===== config.mk =====
export PLATFORM = sky130hd
export DESIGN_NAME = json_string_unescape
export DESIGN_NICKNAME = d
export VERILOG_FILES = /design/src/sv/jsu_pkg.sv /design/src/sv/json_string_unescape.sv /design/src/sv/jsu_front.sv /design/src/sv/jsu_fifo.sv /design/src/sv/jsu_back.sv
export SDC_FILE = /design/constraint.sdc
export NUM_CORES = 1
export LEC_CHECK = 0
export ABC_AREA = 1
export BUFFER_PORTS_ARGS = -buffer_cell sky130_fd_sc_hd__buf_2
export CAP_MARGIN = 30
export CORE_MARGIN = 8
export CORE_UTILIZATION = 45
export CTS_BUF_LIST = sky130_fd_sc_hd__clkbuf_8
export DETAILED_ROUTE_END_ITERATION = 12
export HOLD_SLACK_MARGIN = 0.02
export PLACE_DENSITY_LB_ADDON = 0.15
export SYNTH_ARGS = -nofsm -noshare
export SYNTH_HDL_FRONTEND = slang
export SYNTH_HIERARCHICAL = 1
export SYNTH_SLANG_ARGS = --single-unit

===== constraint.sdc =====
create_clock -name clock -period 3.8 [get_ports clock]
set_input_delay 0.57 -clock clock [delete_from_list [all_inputs] [get_ports clock]]
set_output_delay 0.57 -clock clock [all_outputs]
set_load 0.005 [all_outputs]

===== src/sv/jsu_pkg.sv =====
`timescale 1ns / 1ps
// ----------------------------------------------------------------------------
// jsu_pkg: shared types and constants for the JSON string unescaper
// Holds the channel payload structs, the command passed from the front
// part to the back part, character codes and the hex digit decoder.
// ----------------------------------------------------------------------------
package jsu_pkg;

   typedef struct packed {
      logic [7:0] in_byte;
      logic       string_end;
   } req_item_type;

   typedef struct packed {
      logic [7:0] out_byte;
      logic       is_status;
      logic       malformed;
      logic       last;
   } rsp_item_type;

   // Command kinds queued between front and back
   localparam logic [1:0] KIND_BYTE     = 2'd0;
   localparam logic [1:0] KIND_STATUS   = 2'd1;
   localparam logic [1:0] KIND_VERBATIM = 2'd2;

   typedef struct packed {
      logic [1:0]  kind;
      logic        malformed;
      logic [31:0] data;   // byte in [7:0], or four hex chars, first in [31:24]
   } cmd_type;

   // Command queue geometry
   localparam int CMD_DEPTH = 4;
   localparam int CMD_PTR_W = $clog2(CMD_DEPTH);
   localparam int CMD_CNT_W = $clog2(CMD_DEPTH + 1);

   // Verbatim expansion: six results, index of the final one
   localparam logic [2:0] VERB_LAST = 3'd5;

   // Character codes
   localparam logic [7:0] CHAR_QUOTE     = 8'h22;
   localparam logic [7:0] CHAR_BACKSLASH = 8'h5C;
   localparam logic [7:0] CHAR_B         = 8'h62;
   localparam logic [7:0] CHAR_F         = 8'h66;
   localparam logic [7:0] CHAR_N         = 8'h6E;
   localparam logic [7:0] CHAR_R         = 8'h72;
   localparam logic [7:0] CHAR_T         = 8'h74;
   localparam logic [7:0] CHAR_U         = 8'h75;
   localparam logic [7:0] CTRL_BS        = 8'h08;
   localparam logic [7:0] CTRL_FF        = 8'h0C;
   localparam logic [7:0] CTRL_LF        = 8'h0A;
   localparam logic [7:0] CTRL_CR        = 8'h0D;
   localparam logic [7:0] CTRL_TAB       = 8'h09;

   // Decode one hex character: {valid, digit}
   function automatic logic [4:0] hex_digit(input logic [7:0] ch);
      logic [4:0] res;
      res = 5'd0;
      if (ch >= 8'h30 && ch <= 8'h39) begin
         res = {1'b1, ch[3:0]};
      end else if ((ch >= 8'h61 && ch <= 8'h66) || (ch >= 8'h41 && ch <= 8'h46)) begin
         res = {1'b1, ch[3:0] + 4'd9};
      end
      return res;
   endfunction

endpackage


===== src/sv/json_string_unescape.sv =====
`timescale 1ns / 1ps
// ----------------------------------------------------------------------------
// json_string_unescape: streaming JSON string unescaper
// Decodes escaped string bytes into raw bytes plus one status per string.
// ----------------------------------------------------------------------------
//
//  channel  ports                          direction  transfer when
//  req      req_push req_full req_item     in         req_push && !req_full
//  rsp      rsp_pop rsp_empty rsp_item     out        rsp_pop && !rsp_empty
//
//  One item is taken per cycle while req_full is low; its command lands in
//  the queue at the accepting edge and moves on to the output register once
//  it is at the queue head and that register is free, and is taken from there.
//  A \u value of 0x100 or more expands to six results, one per cycle
//  unless rsp stalls, out of a single queued command; items behind it can
//  fill the four-entry command queue, raising req_full till it drains.
//  Reset is synchronous and clears parser state, queue and output register.
//  Stalls on rsp hold the output register; stalls on req hold nothing.
//
module json_string_unescape (
   input  logic                  clock,
   input  logic                  reset,
   input  logic                  req_push,
   output logic                  req_full,
   input  jsu_pkg::req_item_type req_item,
   input  logic                  rsp_pop,
   output logic                  rsp_empty,
   output jsu_pkg::rsp_item_type rsp_item
);

   logic             accept;
   logic             cmd_push;
   jsu_pkg::cmd_type cmd;
   logic             cmd_pop;
   logic             head_valid;
   jsu_pkg::cmd_type head;

   // Take an item only when its command has room in the queue
   assign accept = req_push && !req_full;

   // Parse escapes and classify each item
   jsu_front u_front (
      .clock    (clock),
      .reset    (reset),
      .accept   (accept),
      .item     (req_item),
      .cmd_push (cmd_push),
      .cmd      (cmd)
   );

   // Buffer commands so the expander can stall on its own
   jsu_fifo u_fifo (
      .clock      (clock),
      .reset      (reset),
      .push       (cmd_push),
      .push_cmd   (cmd),
      .pop        (cmd_pop),
      .full       (req_full),
      .head_valid (head_valid),
      .head       (head)
   );

   // Expand commands into results and hold the oldest one
   jsu_back u_back (
      .clock      (clock),
      .reset      (reset),
      .head_valid (head_valid),
      .head       (head),
      .cmd_pop    (cmd_pop),
      .rsp_pop    (rsp_pop),
      .rsp_empty  (rsp_empty),
      .rsp_item   (rsp_item)
   );

endmodule


===== src/sv/jsu_front.sv =====
`timescale 1ns / 1ps
// ----------------------------------------------------------------------------
// jsu_front: escape parser
// Tracks escape state per byte and queues one command for every item that
// yields output: a plain byte, a verbatim \u sequence or the status.
// ----------------------------------------------------------------------------
module jsu_front (
   input  logic                  clock,
   input  logic                  reset,
   input  logic                  accept,
   input  jsu_pkg::req_item_type item,
   output logic                  cmd_push,
   output jsu_pkg::cmd_type      cmd
);

   localparam logic [1:0] MODE_TEXT = 2'd0;
   localparam logic [1:0] MODE_ESC  = 2'd1;
   localparam logic [1:0] MODE_HEX  = 2'd2;
   localparam logic [1:0] MODE_ERR  = 2'd3;

   logic [1:0]  mode_ff, mode_in;
   logic [1:0]  hex_count_ff, hex_count_in;
   logic [11:0] hex_value_ff, hex_value_in;
   logic [7:0]  held_ff [3];
   logic        held_we;
   logic [4:0]  dig;

   assign dig = jsu_pkg::hex_digit(item.in_byte);

   always_comb begin
      mode_in      = mode_ff;
      hex_count_in = hex_count_ff;
      hex_value_in = hex_value_ff;
      held_we      = 1'b0;
      cmd_push     = 1'b0;
      cmd          = '0;
      if (accept) begin
         if (item.string_end) begin
            cmd_push      = 1'b1;
            cmd.kind      = jsu_pkg::KIND_STATUS;
            cmd.malformed = (mode_ff != MODE_TEXT);
            mode_in       = MODE_TEXT;
            hex_count_in  = 2'd0;
            hex_value_in  = 12'd0;
         end else begin
            case (mode_ff)
               MODE_TEXT: begin
                  if (item.in_byte == jsu_pkg::CHAR_BACKSLASH) begin
                     mode_in = MODE_ESC;
                  end else begin
                     cmd_push       = 1'b1;
                     cmd.kind       = jsu_pkg::KIND_BYTE;
                     cmd.data[7:0]  = item.in_byte;
                  end
               end
               MODE_ESC: begin
                  mode_in  = MODE_TEXT;
                  cmd_push = 1'b1;
                  cmd.kind = jsu_pkg::KIND_BYTE;
                  case (item.in_byte)
                     jsu_pkg::CHAR_QUOTE:     cmd.data[7:0] = jsu_pkg::CHAR_QUOTE;
                     jsu_pkg::CHAR_BACKSLASH: cmd.data[7:0] = jsu_pkg::CHAR_BACKSLASH;
                     jsu_pkg::CHAR_B:         cmd.data[7:0] = jsu_pkg::CTRL_BS;
                     jsu_pkg::CHAR_F:         cmd.data[7:0] = jsu_pkg::CTRL_FF;
                     jsu_pkg::CHAR_N:         cmd.data[7:0] = jsu_pkg::CTRL_LF;
                     jsu_pkg::CHAR_R:         cmd.data[7:0] = jsu_pkg::CTRL_CR;
                     jsu_pkg::CHAR_T:         cmd.data[7:0] = jsu_pkg::CTRL_TAB;
                     jsu_pkg::CHAR_U: begin
                        cmd_push     = 1'b0;
                        mode_in      = MODE_HEX;
                        hex_count_in = 2'd0;
                        hex_value_in = 12'd0;
                     end
                     default: begin
                        cmd_push = 1'b0;
                        mode_in  = MODE_ERR;
                     end
                  endcase
               end
               MODE_HEX: begin
                  if (!dig[4]) begin
                     mode_in = MODE_ERR;
                  end else if (hex_count_ff != 2'd3) begin
                     held_we      = 1'b1;
                     hex_value_in = {hex_value_ff[7:0], dig[3:0]};
                     hex_count_in = hex_count_ff + 2'd1;
                  end else begin
                     cmd_push = 1'b1;
                     // value below 0x100 exactly when the top 8 of the 12 bits are zero
                     if (hex_value_ff[11:4] == 8'd0) begin
                        cmd.kind      = jsu_pkg::KIND_BYTE;
                        cmd.data[7:0] = {hex_value_ff[3:0], dig[3:0]};
                     end else begin
                        cmd.kind = jsu_pkg::KIND_VERBATIM;
                        cmd.data = {held_ff[0], held_ff[1], held_ff[2], item.in_byte};
                     end
                     mode_in      = MODE_TEXT;
                     hex_count_in = 2'd0;
                     hex_value_in = 12'd0;
                  end
               end
               default: begin
                  // error state: drop the byte
               end
            endcase
         end
      end
   end

   always_ff @(posedge clock) begin
      if (reset) begin
         mode_ff      <= MODE_TEXT;
         hex_count_ff <= 2'd0;
         hex_value_ff <= 12'd0;
      end else begin
         mode_ff      <= mode_in;
         hex_count_ff <= hex_count_in;
         hex_value_ff <= hex_value_in;
      end
   end

   always_ff @(posedge clock) begin
      if (held_we) begin
         held_ff[hex_count_ff] <= item.in_byte;
      end
   end

endmodule


===== src/sv/jsu_fifo.sv =====
`timescale 1ns / 1ps
// ----------------------------------------------------------------------------
// jsu_fifo: command queue
// Short register queue that decouples the parser from the result expander.
// ----------------------------------------------------------------------------
module jsu_fifo (
   input  logic             clock,
   input  logic             reset,
   input  logic             push,
   input  jsu_pkg::cmd_type push_cmd,
   input  logic             pop,
   output logic             full,
   output logic             head_valid,
   output jsu_pkg::cmd_type head
);

   jsu_pkg::cmd_type                 mem_ff [jsu_pkg::CMD_DEPTH];
   logic [jsu_pkg::CMD_PTR_W-1:0]    wr_ptr_ff, wr_ptr_in;
   logic [jsu_pkg::CMD_PTR_W-1:0]    rd_ptr_ff, rd_ptr_in;
   logic [jsu_pkg::CMD_CNT_W-1:0]    count_ff, count_in;

   assign full       = (count_ff == jsu_pkg::CMD_CNT_W'(jsu_pkg::CMD_DEPTH));
   assign head_valid = (count_ff != '0);
   assign head       = mem_ff[rd_ptr_ff];

   always_comb begin
      wr_ptr_in = push ? wr_ptr_ff + 1'b1 : wr_ptr_ff;
      rd_ptr_in = pop  ? rd_ptr_ff + 1'b1 : rd_ptr_ff;
      count_in  = count_ff;
      if (push && !pop) begin
         count_in = count_ff + 1'b1;
      end else if (pop && !push) begin
         count_in = count_ff - 1'b1;
      end
   end

   always_ff @(posedge clock) begin
      if (reset) begin
         wr_ptr_ff <= '0;
         rd_ptr_ff <= '0;
         count_ff  <= '0;
      end else begin
         wr_ptr_ff <= wr_ptr_in;
         rd_ptr_ff <= rd_ptr_in;
         count_ff  <= count_in;
      end
   end

   always_ff @(posedge clock) begin
      if (push) begin
         mem_ff[wr_ptr_ff] <= push_cmd;
      end
   end

endmodule


===== src/sv/jsu_back.sv =====
`timescale 1ns / 1ps
// ----------------------------------------------------------------------------
// jsu_back: result expander
// Turns each queued command into one or six results and holds the oldest
// result in an output register until it is taken.
// ----------------------------------------------------------------------------
module jsu_back (
   input  logic                  clock,
   input  logic                  reset,
   input  logic                  head_valid,
   input  jsu_pkg::cmd_type      head,
   output logic                  cmd_pop,
   input  logic                  rsp_pop,
   output logic                  rsp_empty,
   output jsu_pkg::rsp_item_type rsp_item
);

   logic                  out_valid_ff, out_valid_in;
   jsu_pkg::rsp_item_type out_ff;
   jsu_pkg::rsp_item_type nxt;
   logic [2:0]            seq_ff, seq_in;
   logic                  advance;

   assign advance   = head_valid && (!out_valid_ff || rsp_pop);
   assign rsp_empty = !out_valid_ff;
   assign rsp_item  = out_ff;

   always_comb begin
      nxt = '0;
      case (head.kind)
         jsu_pkg::KIND_STATUS: begin
            nxt.is_status = 1'b1;
            nxt.malformed = head.malformed;
            nxt.last      = 1'b1;
         end
         jsu_pkg::KIND_VERBATIM: begin
            nxt.last = (seq_ff == jsu_pkg::VERB_LAST);
            case (seq_ff)
               3'd0:    nxt.out_byte = jsu_pkg::CHAR_BACKSLASH;
               3'd1:    nxt.out_byte = jsu_pkg::CHAR_U;
               3'd2:    nxt.out_byte = head.data[31:24];
               3'd3:    nxt.out_byte = head.data[23:16];
               3'd4:    nxt.out_byte = head.data[15:8];
               default: nxt.out_byte = head.data[7:0];
            endcase
         end
         default: begin
            nxt.out_byte = head.data[7:0];
            nxt.last     = 1'b1;
         end
      endcase
   end

   always_comb begin
      cmd_pop      = advance && nxt.last;
      out_valid_in = out_valid_ff;
      seq_in       = seq_ff;
      if (advance) begin
         out_valid_in = 1'b1;
         seq_in       = nxt.last ? 3'd0 : seq_ff + 3'd1;
      end else if (rsp_pop) begin
         out_valid_in = 1'b0;
      end
   end

   always_ff @(posedge clock) begin
      if (reset) begin
         out_valid_ff <= 1'b0;
         seq_ff       <= 3'd0;
      end else begin
         out_valid_ff <= out_valid_in;
         seq_ff       <= seq_in;
      end
   end

   always_ff @(posedge clock) begin
      if (advance) begin
         out_ff <= nxt;
      end
   end

`ifndef SYNTH
   a_seq_range: assert property (@(posedge clock) disable iff (reset)
      seq_ff <= jsu_pkg::VERB_LAST)
      else $error("expansion index out of range");

   a_seq_head: assert property (@(posedge clock) disable iff (reset)
      seq_ff != 3'd0 |-> head_valid && head.kind == jsu_pkg::KIND_VERBATIM)
      else $error("expansion in flight without verbatim command");

   a_status_form: assert property (@(posedge clock) disable iff (reset)
      out_valid_ff && out_ff.is_status |-> out_ff.last && out_ff.out_byte == 8'd0)
      else $error("status result malformed");

   a_malformed_status: assert property (@(posedge clock) disable iff (reset)
      out_valid_ff && !out_ff.is_status |-> !out_ff.malformed)
      else $error("malformed flag on byte result");
`endif

endmodule


======== After elaboration in Yosys (flattened, before gate mapping) ========
Memory sizes are Yosys's and may differ from the RTL's. A register that Yosys moved wholly into a read port is not among the register bits.
Index checks and enable logic that the tools add are counted.
storage, ports and cells
  register bits after elaboration ......... 38
  bits in writable memories ............... 164
  logic and storage cells ................. 137
  memories kept ........................... 2
memory list
  name             depth  width  rd ports  clocked after Yosys merged registers in  write ports  RTL line         source
  u_fifo.mem_ff    4      35     1         1                                        1            jsu_fifo.sv:17   jsu_pkg::cmd_type mem_ff [jsu_pkg::CMD_DEPTH];
  u_front.held_ff  3      8      3         0                                        1            jsu_front.sv:24  logic [7:0] held_ff [3];
cells by class
  add/subtract/negate cells ............... 7
  order comparisons ....................... 6
  equality and inequality tests ........... 23
  muxes and demuxes ....................... 61
  reduce and logical (&&, ||, !) cells .... 26
operators by type and width
  cell                  count
  $mux W32              3
  $eq A8 B7 Y1 const B  7
  $pmux W7 S7           1
  $mux W12              4
  $mux W24              2
  $pmux W8 S5           1
  $mux W35              1
  $mux W2               16
  $pmux W12 S2          1
  $pmux W8 S3           1
  $mux W1               19
  $ge A8 B7 Y1 const B  2
  $le A8 B7 Y1 const B  2
  $mux W8               2
  $pmux W8 S2           1
  $mux W5               2
  $eq A3 B3 Y1 const B  3
  $mux W3               3
  $ne A3 B2 Y1 const B  3
  $eq A8 B6 Y1 const B  1
  $ge A8 B6 Y1 const B  1
  $le A8 B6 Y1 const B  1
  $logic_and A1 B1 Y1   8
  $logic_not A8 Y1      1
  other kinds (22)      37

======== Logic depth before layout (Yosys ltp) ========
Gate-level depths: netlist (run 1).
  word-level depth ........................ 13
  mapped depth ............................ 21
  mapped depth without buffers ............ 21

======== Modules after synthesis ========
The synthesis (run 1) kept the hierarchy.
by module, submodules not included
  module                times used  cells an instance  area an instance (um2)  seq. area each (um2)
  jsu_fifo              1           397                5625.4                  4384.2
  jsu_front             1           333                2587.5                  1041.0
  jsu_back              1           141                1064.8                  410.4
  json_string_unescape  1           2                  10.0                    0.0

======== Worst setup path after synthesis (run 1) ========
OpenSTA, ideal clock, no wires.
  kind .................................... input-to-reg
  start ................................... input req_item[1] in the netlist's numbering
  end ..................................... memory u_fifo/mem_ff[0][0] in the netlist's numbering (enable)
  library setup time ...................... 390 ps
  arrival time ............................ 2372 ps
  data required time ...................... 3410 ps
  setup slack ............................. 1038 ps
  cell stages on the path ................. 12
  path through ............................ inv_1 -> ha_1 -> nand3_1 -> a21oi_1 -> nor2_1 -> nand2_1 -> nand2_1 -> nand3_1 -> nand2_1 -> nand2_1 -> nand2_1 -> inv_1
between the ends
  longest elaborated chain between the ends .. 11
  elaborated cells between the ends (all ways) .. 28
  classes of those cells .................. order compare: 6; eq/ne: 7; mux: 10; reduce/logical: 5
ends and longest elaborated chain
  what                                          RTL line                    source
  from (decl)                                   json_string_unescape.sv:25  input jsu_pkg::req_item_type req_item,
  $ge A8 B7 Y1 or $le A8 B7 Y1 (tied branches)  jsu_pkg.sv:61               end else if ((ch >= 8'h61 && ch <= 8'h66) || (ch >= 8'h41 && ch <= 8'h46)) begin
  $logic_and A1 B1 Y1                           jsu_pkg.sv:61
  $logic_or A1 B1 Y1                            jsu_pkg.sv:61
  $mux W5                                       jsu_pkg.sv:61
  $mux W5                                       jsu_pkg.sv:59               if (ch >= 8'h30 && ch <= 8'h39) begin
  $mux W1                                       jsu_front.sv:81             if (!dig[4]) begin
  $pmux W1 S3 *                                 jsu_front.sv:46             case (mode_ff)
  $mux W1 *                                     jsu_front.sv:38             if (item.string_end) begin
  $mux W1 *                                     jsu_front.sv:37             if (accept) begin
  net cmd_push                                  json_string_unescape.sv:32  logic cmd_push;
  $mux W1 *                                     jsu_fifo.sv:50              if (push) begin
  $mux W1 (implied by the code) *               jsu_fifo.sv:51              mem_ff[wr_ptr_ff] <= push_cmd;
  to (decl)                                     jsu_fifo.sv:17
Mark *: on every way through the listed nets, which the timed path passes. The rest lies on a longest branch.

==> flow_summary.toml, run 1 <==
[timing]
max-slew-margin-rel_pct = 41.9
rsz0062_at_grt = "false"
setup_violations = 0
fin_setup_tns_ns = 0
layout_min_cycle_time_ns = 2.73
fin_skew_ns = 0.00939
tightest_slew_ns = 0.869
fin_ws_ns = 1.07
max_freq_ghz = 0.367
layout_worst_path_cycle_share_pct = 71.8
finalHoldViolCount = 0
final_max_slew_viol_count = 0

[global_route]
number_of_global_route_vias_before_repair = 6048
antenna_found_initial = 0
gr_util_all_layers_pct = 16.2
grt_first_pass_wirelength_um = 33000
largest_net_degree_at_the_start_of_global_routing = 63
grt_overflow = 0

[clocking]
path_clk_slew_ns = 0.06
cts_made_buffers = 35
cts_tree = "yes"
htree_levels = 2
postCtsSetupRepairBufs = 0
tritoncts_sink_count = 204
insertion_delay_ns = 0.50
post_cts_hold_buffer_count = 0
post_cts_resized = 0
number_of_buffers_on_the_longest_clock_path = 3
cts_root_buf = "clkbuf_8"

[place]
dp_hpwl_um = 13100
numPlacedInstances = 1147
dp_slack_ns = 0.669
io_buffers = 25
finalWeightedCongestion = 0.886

[power_and_ir_drop]
switching_share_pct = 35.0
p_int_mw = 4.47
p_leak_nw = 4.23
power_density_nw_per_um2 = 671
combinationalPowerShare_pct = 31.0
share_seq_of_total_power_pct = 42.5
largest_voltage_drop_on_the_vdd_net_uv = 286
p_clk_share_pct = 26.6
p_sw_mw = 2.41

[cells_and_area]
final_common_cell = "edfxtp_1"
areaGrowthSynthToFinish_pct = 10.3
antennaDiodeCount = 0
post_route_cells_drive_above_1_share_pct = 14.3
layout_common_cells = "edfxtp_1 (175), nor2_1 (140), nand2_1 (117)"
finish.net_count = 953
final-instance-count-excl-fill = 1208

[synth]
synth.avg_cell_area_um2 = 10.6
syn_nets = 912
yosysTopAreaCell = "edfxtp_1"
synth-seq-area-share_pct = 62.8
synth_top_area_share_pct = 56.6
synth.ff_latch_count = 204
synthesis.instances = 873
yosys-top-cells-area = "edfxtp_1 (57%), dfxtp_1 (6.3%), nor2_1 (5.7%)"
ys_types = 36
count_of_yosys_warnings_during_synthesis = 6
synthesis.area_um2 = 9290

[floorplan]
initial_cell_density_of_the_core_pct = 45.9
ioPinCount = 26
fp.dieH_um = 160
floorplan.core_area_um2 = 20200
fp.dieArea_um2 = 25500
floorplan.die.width_um = 160
fp-row-count = 52

[critical_path]
critical_path_arrival_ns = 3.12
cp-start-kind = "flip-flop"
r2r_setup_slack_ns = 1.07
critPathMaxFanout = 13
worst-endpoint-required_ns = 4.19
worstSetupPathType = "flip-flop to flip-flop"
critPathCaptureType = "flip-flop"

[detailed_routing]
wl_met2_um = 9480
viasPerCell = 5.09
first_iter_violations = 371
antenna_violating_nets_post_route = 0
dr_wl_met3_um = 1080
detailroute.via_count = 6149
wl_per_cell_um = 17.0
top_signal_layer_used = "met4"
drt_pass1_iterations = 5
detail_route.wirelength_um = 20600
met1Wirelength_um = 9580
drc = 0

[min_path]
hold_path_class = "input pin to flip-flop"

[flow_run]
timing.max_cap.violations = 0

[run_status]
status = "finished, final reports clean"
==> registers in the layout, indices dropped and copies added (netlist names), 3 cells and up, named ones only <==
register	flops
u_back/rsp_item	11
u_front/hex_value_ff	12
u_fifo/count_ff	3
u_fifo/mem_ff	140
u_back/seq_ff	3
u_front/held_ff	24
==> stage by stage <==
step	power, mW	util [%]	hold WS (ns)	area (µm²)
3_3_place_gp	5.09	47.4	0.428	9590
5_1_grt	7.36	50.6	0.359	10200
6_report	6.87	50.6	0.356	10200
4_1_cts	6.97	50.6	0.332	10200
2_1_floorplan	4.61	-	0.412	9290
3_5_place_dp	5.12	47.4	0.430	9590
==> synth_stat cells, drive strengths merged <==
master / number
a21oi: 28
a22oi: 2
buf: 27
clkbuf: 5
dfxtp: 29
edfxtp: 175
fa: 1
ha: 25
inv: 102
nand2: 125
nand3: 33
nand3b: 1
nand4: 3
nor2: 175
nor3: 5
o211ai: 1
o21ai: 96
o21bai: 1
o22ai: 35
or2: 1
xor2: 3
==> layer usage <==
metal  vias up  track usage [%]
met5         -                0
met2       162             25.6
met3        38             3.14
met4         0             5.79
li1       3036                -
met1      2913             21.9
==> power by group through the flow <==
stage / registers (mW) / clock network [mW] / logic, mW
finish: 2.92 / 1.83 / 2.13
global route: 2.95 / 1.98 / 2.44
CTS: 2.92 / 1.88 / 2.17
detailed placement: 2.97 / 0 / 2.16
global placement: 2.96 / 0 / 2.13
floorplan: 2.94 / 0 / 1.66
==> cells by family after synthesis <==
family | synth area share, %
xor+xnor | 0.283
simple gates | 17.1
flops | 62.8
fa+ha+maj | 3.58
buf+inv | 6.82
compound gates | 9.36
==> final cells by class <==
cell class / instances / area, µm²
fill: 1879 / 9990
sequential: 204 / 5840
multi-input combinational: 535 / 2820
clock buffer: 39 / 537
inverter: 102 / 390
tap: 270 / 338
timing repair buffer: 36 / 208
clock inverter: 22 / 111
==> worst paths after layout <==
path	cells past startpoint	endpoint	from
max	12	u_fifo/count_ff[1]	flip-flop
min	4	u_back/out_valid_ff	rsp_pop
max reg2reg	12	u_fifo/count_ff[1]	flip-flop
min reg2reg	1	u_fifo/rd_ptr_ff[1]	u_fifo/rd_ptr_ff[1]
==> critical path, cell delays in order (launching register included) <==
cell     delay, ns
dfxtp_1       0.38
inv_2         0.24
o21ai_0       0.13
o22ai_1       0.19
inv_1         0.07
ha_1          0.23
a21oi_1       0.32
inv_1         0.11
ha_1          0.21
inv_1         0.09
fa_1          0.42
o21ai_0       0.17
nor2_1        0.05
No activity file was read; power rests on OpenSTA's default activity.
==> inputs of run 2 (changes only) <==
==> constraint.sdc (replaced) <==
create_clock -name clock -period 2.25 [get_ports clock]
set_input_delay 0.3375 -clock clock [delete_from_list [all_inputs] [get_ports clock]]
set_output_delay 0.3375 -clock clock [all_outputs]
set_load 0.005 [all_outputs]
==> flow_summary.toml, run 2 (synthesized netlist as in run 1, its figures left out) <==
[power_and_ir_drop]
power_density_nw_per_um2 = 1100
p_leak_nw = 4.60
largest_voltage_drop_on_the_vdd_net_uv = 476
post-layout-total-power_mw = 12.1

[place]
dp_hpwl_um = 14300
finalWeightedCongestion = 0.893
postPlaceCellArea_um2 = 10300
numPlacedInstances = 1219
dp_slack_ns = -0.330
io_buffers = 25

[timing]
fin_skew_ns = 0.0194
fin_ws_ns = 0.100
finalHoldViolCount = 0
setup_violations = 0
layout_min_cycle_time_ns = 2.15
fin_setup_tns_ns = 0
final_max_slew_viol_count = 0
max_freq_ghz = 0.465
layout_worst_path_cycle_share_pct = 95.5
tightest_slew_ns = 0.705
max-slew-margin-rel_pct = 53.0

[critical_path]
critPathMaxFanout = 7
cp-start-kind = "flip-flop"
critPathMostFrequentCell = "inv_1"
cp_num_buf_inv = 5
worst-endpoint-required_ns = 2.65
critPathCaptureType = "flip-flop"
slowest_delay_ns = 0.40
timing.critical_path.cells = "inv_6, nor2_1, o22ai_2, ha_4, a21oi_4, inv_1, ha_2, inv_2, fa_2, inv_1, nand2_2, nand3_1, nand2_1, inv_1, nor2_1"
worstSetupPathType = "flip-flop to flip-flop"
critical_path_arrival_ns = 2.55
cpMaxStageDelayCell = "fa_2"
cpLargestDelayFamily = "adder cells"

[clocking]
number_of_buffers_on_the_longest_clock_path = 3
cts_made_buffers = 35
cts_root_buf = "clkbuf_8"
cts_tree = "yes"
path_clk_slew_ns = 0.06
insertion_delay_ns = 0.52
tritoncts_sink_count = 204
post_cts_hold_buffer_count = 0
htree_levels = 2

[global_route]
number_of_global_route_vias_before_repair = 6151
grt_first_pass_wirelength_um = 33200
largest_net_degree_at_the_start_of_global_routing = 65
gr_util_all_layers_pct = 16.2
grt_overflow = 0
antenna_found_initial = 0

[cells_and_area]
largest_reg_flops = 140
top_regs = "u_fifo/mem_ff (140), u_front/held_ff (24), u_front/hex_value_ff (12)"
layout_common_cells = "edfxtp_1 (175), nor2_1 (137), nand2_1 (114)"
layout.area.seq_um2 = 5850
regMostFlops = "u_fifo/mem_ff"
final-instance-count-excl-fill = 1286
multi_input_gate_area_um2 = 2910
antennaDiodeCount = 0
design_area_um2 = 11000
finish.net_count = 1031
areaGrowthSynthToFinish_pct = 18.7
post_route_cells_drive_above_1_share_pct = 24.5
final_common_cell = "edfxtp_1"
num-fill-cells = 1793

[detailed_routing]
wl_per_cell_um = 16.2
antenna_violating_nets_post_route = 0
detail_route.wirelength_um = 20900
first_iter_violations = 387
detailroute.via_count = 6335
drt_pass1_iterations = 5
drc = 0
viasPerCell = 4.93

[min_path]
hold_path_class = "input pin to flip-flop"

[floorplan]
floorplan.die.width_um = 160
fp-row-count = 52
fp.dieH_um = 160
floorplan.core_area_um2 = 20200
initial_cell_density_of_the_core_pct = 45.9
fp.dieArea_um2 = 25500
ioPinCount = 26

[flow_run]
timing.max_cap.violations = 0

[run_status]
status = "finished, final reports clean"
run 2: changes by cell type in the layout (fill, tap and decap cells not counted), moves of 4 or more:
cell	change
clkinvlp_4	+6
buf_12	+9
buf_4	+69
ha_1	-6
inv_1	-9
inv_2	+4
ha_2	+5
run 2: metrics by stage:
step | hold WS (ns) | utilization (%)
floorplan | 0.407 | -
global placement | 0.433 | 50.8
detailed placement | 0.438 | 50.8
CTS | 0.0678 | 53.9
global route | 0.0807 | 54.5
finish | 0.0999 | 54.5
run 2: area by class of cell:
type | count | share of cell area [%]
clock buffers | 37 | 4.62
clock inverters | 24 | 0.976
inverters | 102 | 3.73
multi-input cells | 535 | 26.4
flip-flops and latches | 204 | 53.0
well taps | 270 | 3.06
repair buffers | 114 | 8.21
run 2: timing repair:
action | in CTS | in global routing
resized for setup | 4 | 26
buffers inserted | 0 | 6
cloned | 0 | 0
pin swaps | 2 | 7
setup endpoints to repair | 2 | 38
run 2: layer usage:
layer / track usage [%] / part of all wire [%] / vias up
li1: - / - / 3196
met1: 22.1 / 48 / 2970
met2: 25.8 / 46 / 138
met3: 3.01 / 4.1 / 31
met4: 5.23 / 1.9 / 0
met5: 0 / 0 / -
run 2: report_power, final:
group | internal (mW) | total [mW] | switching (mW)
clock | 1.53 | 2.96 | 1.44
sequential | 4.75 | 4.93 | 0.178
combinational | 1.51 | 4.19 | 2.68
total | 7.79 | 12.1 | 4.29
run 2: worst paths after layout:
kind	start	endpoint	slack [ns]	cells past startpoint
worst max-delay path	flip-flop	u_fifo/count_ff[2]	0.10	15
worst min-delay path	rsp_pop	u_back/out_valid_ff	0.1	4
worst max register to register	flip-flop	u_fifo/count_ff[2]	0.10	15
worst min register to register	u_fifo/rd_ptr_ff[1]	flip-flop	0.44	1
run 2: worst min-delay path: stages:
cell and delay (ns):
buf_2 0.07, inv_1 0.03, nand2_1 0.06, a21oi_1 0.06
==> inputs of run 3 (changes only) <==
--- a/config.mk
+++ b/config.mk
@@ -14,6 +14,7 @@
 export DETAILED_ROUTE_END_ITERATION = 12
 export HOLD_SLACK_MARGIN = 0.02
 export PLACE_DENSITY_LB_ADDON = 0.15
+export REMOVE_ABC_BUFFERS = 1
 export SYNTH_ARGS = -nofsm -noshare
 export SYNTH_HDL_FRONTEND = slang
 export SYNTH_HIERARCHICAL = 1
==> flow_summary.toml, run 3 (synthesized netlist as in run 1, its figures left out) <==
[critical_path]
timing.critical_path.cells = "buf_4, o21ai_0, o22ai_1, ha_2, a21oi_4, inv_2, ha_4, inv_2, fa_2, inv_2, nand2_2, nand3_1, nand2_1, inv_1, nor2_1"
slowest_delay_ns = 0.36
critPathMaxFanout = 4
critPathCaptureType = "flip-flop"
worstSetupPathType = "flip-flop to flip-flop"
critPathMostFrequentCell = "inv_2"
cp-start-kind = "flip-flop"
worst-endpoint-required_ns = 2.65
cpMaxStageDelayCell = "dfxtp_4"
cp_num_buf_inv = 5
critical_path_arrival_ns = 2.53
cpLargestDelayFamily = "adder cells"

[place]
finalWeightedCongestion = 0.892
postPlaceCellArea_um2 = 10200
dp_hpwl_um = 13900
dp_slack_ns = -0.367
numPlacedInstances = 1223
io_buffers = 25

[clocking]
htree_levels = 2
cts_tree = "yes"
tritoncts_sink_count = 204
cts_root_buf = "clkbuf_8"
cts_made_buffers = 36
number_of_buffers_on_the_longest_clock_path = 3
insertion_delay_ns = 0.51
path_clk_slew_ns = 0.06

[detailed_routing]
drt_pass1_iterations = 5
detail_route.wirelength_um = 20700
antenna_violating_nets_post_route = 0
viasPerCell = 4.90
wl_per_cell_um = 16.0
detailroute.via_count = 6330
first_iter_violations = 428
drc = 0

[timing]
layout_min_cycle_time_ns = 2.13
setup_violations = 0
fin_skew_ns = 0.0116
max-slew-margin-rel_pct = 58.2
fin_ws_ns = 0.119
max_freq_ghz = 0.469
tightest_slew_ns = 0.627
final_max_slew_viol_count = 0
finalHoldViolCount = 0
layout_worst_path_cycle_share_pct = 94.7

[global_route]
largest_net_degree_at_the_start_of_global_routing = 61
antenna_found_initial = 0
gr_util_all_layers_pct = 16.3
grt_overflow = 0
grt_first_pass_wirelength_um = 33000
number_of_global_route_vias_before_repair = 6175

[power_and_ir_drop]
largest_voltage_drop_on_the_vdd_net_uv = 455
post-layout-total-power_mw = 12.0
p_leak_nw = 4.63
power_density_nw_per_um2 = 1090

[min_path]
hold_path_class = "input pin to flip-flop"

[cells_and_area]
post_route_cells_drive_above_1_share_pct = 22.5
layout_common_cells = "edfxtp_1 (175), nor2_1 (139), nand2_1 (115)"
multi_input_gate_area_um2 = 2870
num-fill-cells = 1857
layout.area.seq_um2 = 5840
final-instance-count-excl-fill = 1291
final_common_cell = "edfxtp_1"
areaGrowthSynthToFinish_pct = 18.1
regMostFlops = "u_fifo/mem_ff"
top_regs = "u_fifo/mem_ff (140), u_front/held_ff (24), u_front/hex_value_ff (12)"
fin_util_pct = 54.2
antennaDiodeCount = 0
design_area_um2 = 11000
finish.net_count = 1033
largest_reg_flops = 140

[floorplan]
fp.dieH_um = 160
fp-row-count = 52
floorplan.die.width_um = 160
ioPinCount = 26
initial_cell_density_of_the_core_pct = 45.9
fp.dieArea_um2 = 25500
floorplan.core_area_um2 = 20200

[run_status]
status = "finished, final reports clean"

[flow_run]
timing.max_cap.violations = 0
## run 3: cell count changes in the layout (fill, tap and decap cells not counted), moves of 3 or more
cell | before | now
clkinv_1 | 2 | 6
inv_1 | 99 | 106
clkinvlp_4 | 6 | 1
buf_4 | 80 | 83
## run 3: layout make-up
class,instances,share of cell area (%)
sequential,204,53.3
multi-input combinational,535,26.2
timing repair buffer,115,8.10
clock buffer,38,4.77
inverter,102,3.56
tap,270,3.08
clock inverter,27,1.04
## run 3: final timing paths
check	end	slack (ns)	cells after the start	startpoint
max	u_fifo/count_ff[2]	0.12	15	flip-flop
max reg2reg	u_fifo/count_ff[2]	0.12	15	flip-flop
min reg2reg	flip-flop	0.44	1	u_fifo/rd_ptr_ff[1]
min	u_back/out_valid_ff	0.11	4	rsp_pop
## run 3: power by group
group	total [mW]	internal (mW)	switching (mW)
Combinational	4.10	1.47	2.63
Sequential	4.91	4.75	0.163
Clock	2.99	1.57	1.42
## run 3: stage by stage
step | TNS, ns | hold WS [ns]
2_1_floorplan | -57.78 | 0.407
6_report | 0 | 0.108
5_1_grt | -0.0228 | 0.113
3_5_place_dp | -28.75 | 0.427
4_1_cts | 0 | 0.0783
3_3_place_gp | -20.43 | 0.437
## run 3: repair_timing
action | 4_1_cts | 5_1_grt
endpoints found under the setup margin | 2 | 2
hold buffers | 0 | 0
setup buffers | 0 | 3
resized for setup | 3 | 19
pin swaps | 2 | 7
## run 3: tightest hold or removal path: cells and delay by family
kind            cells  cell delay, ns
compound gates      1            0.06
buf+inv             2            0.10
simple gates        1            0.06
## run 3: layer usage
metal	global-route usage [%]	wire (µm)	up-vias	share of wire (%)
met5	0	0	-	0
met4	5.53	512	0	2.5
met3	3.21	910	44	4.4
met2	25.4	9220	131	45
met1	22.3	10000	2952	49
li1	-	-	3203	-
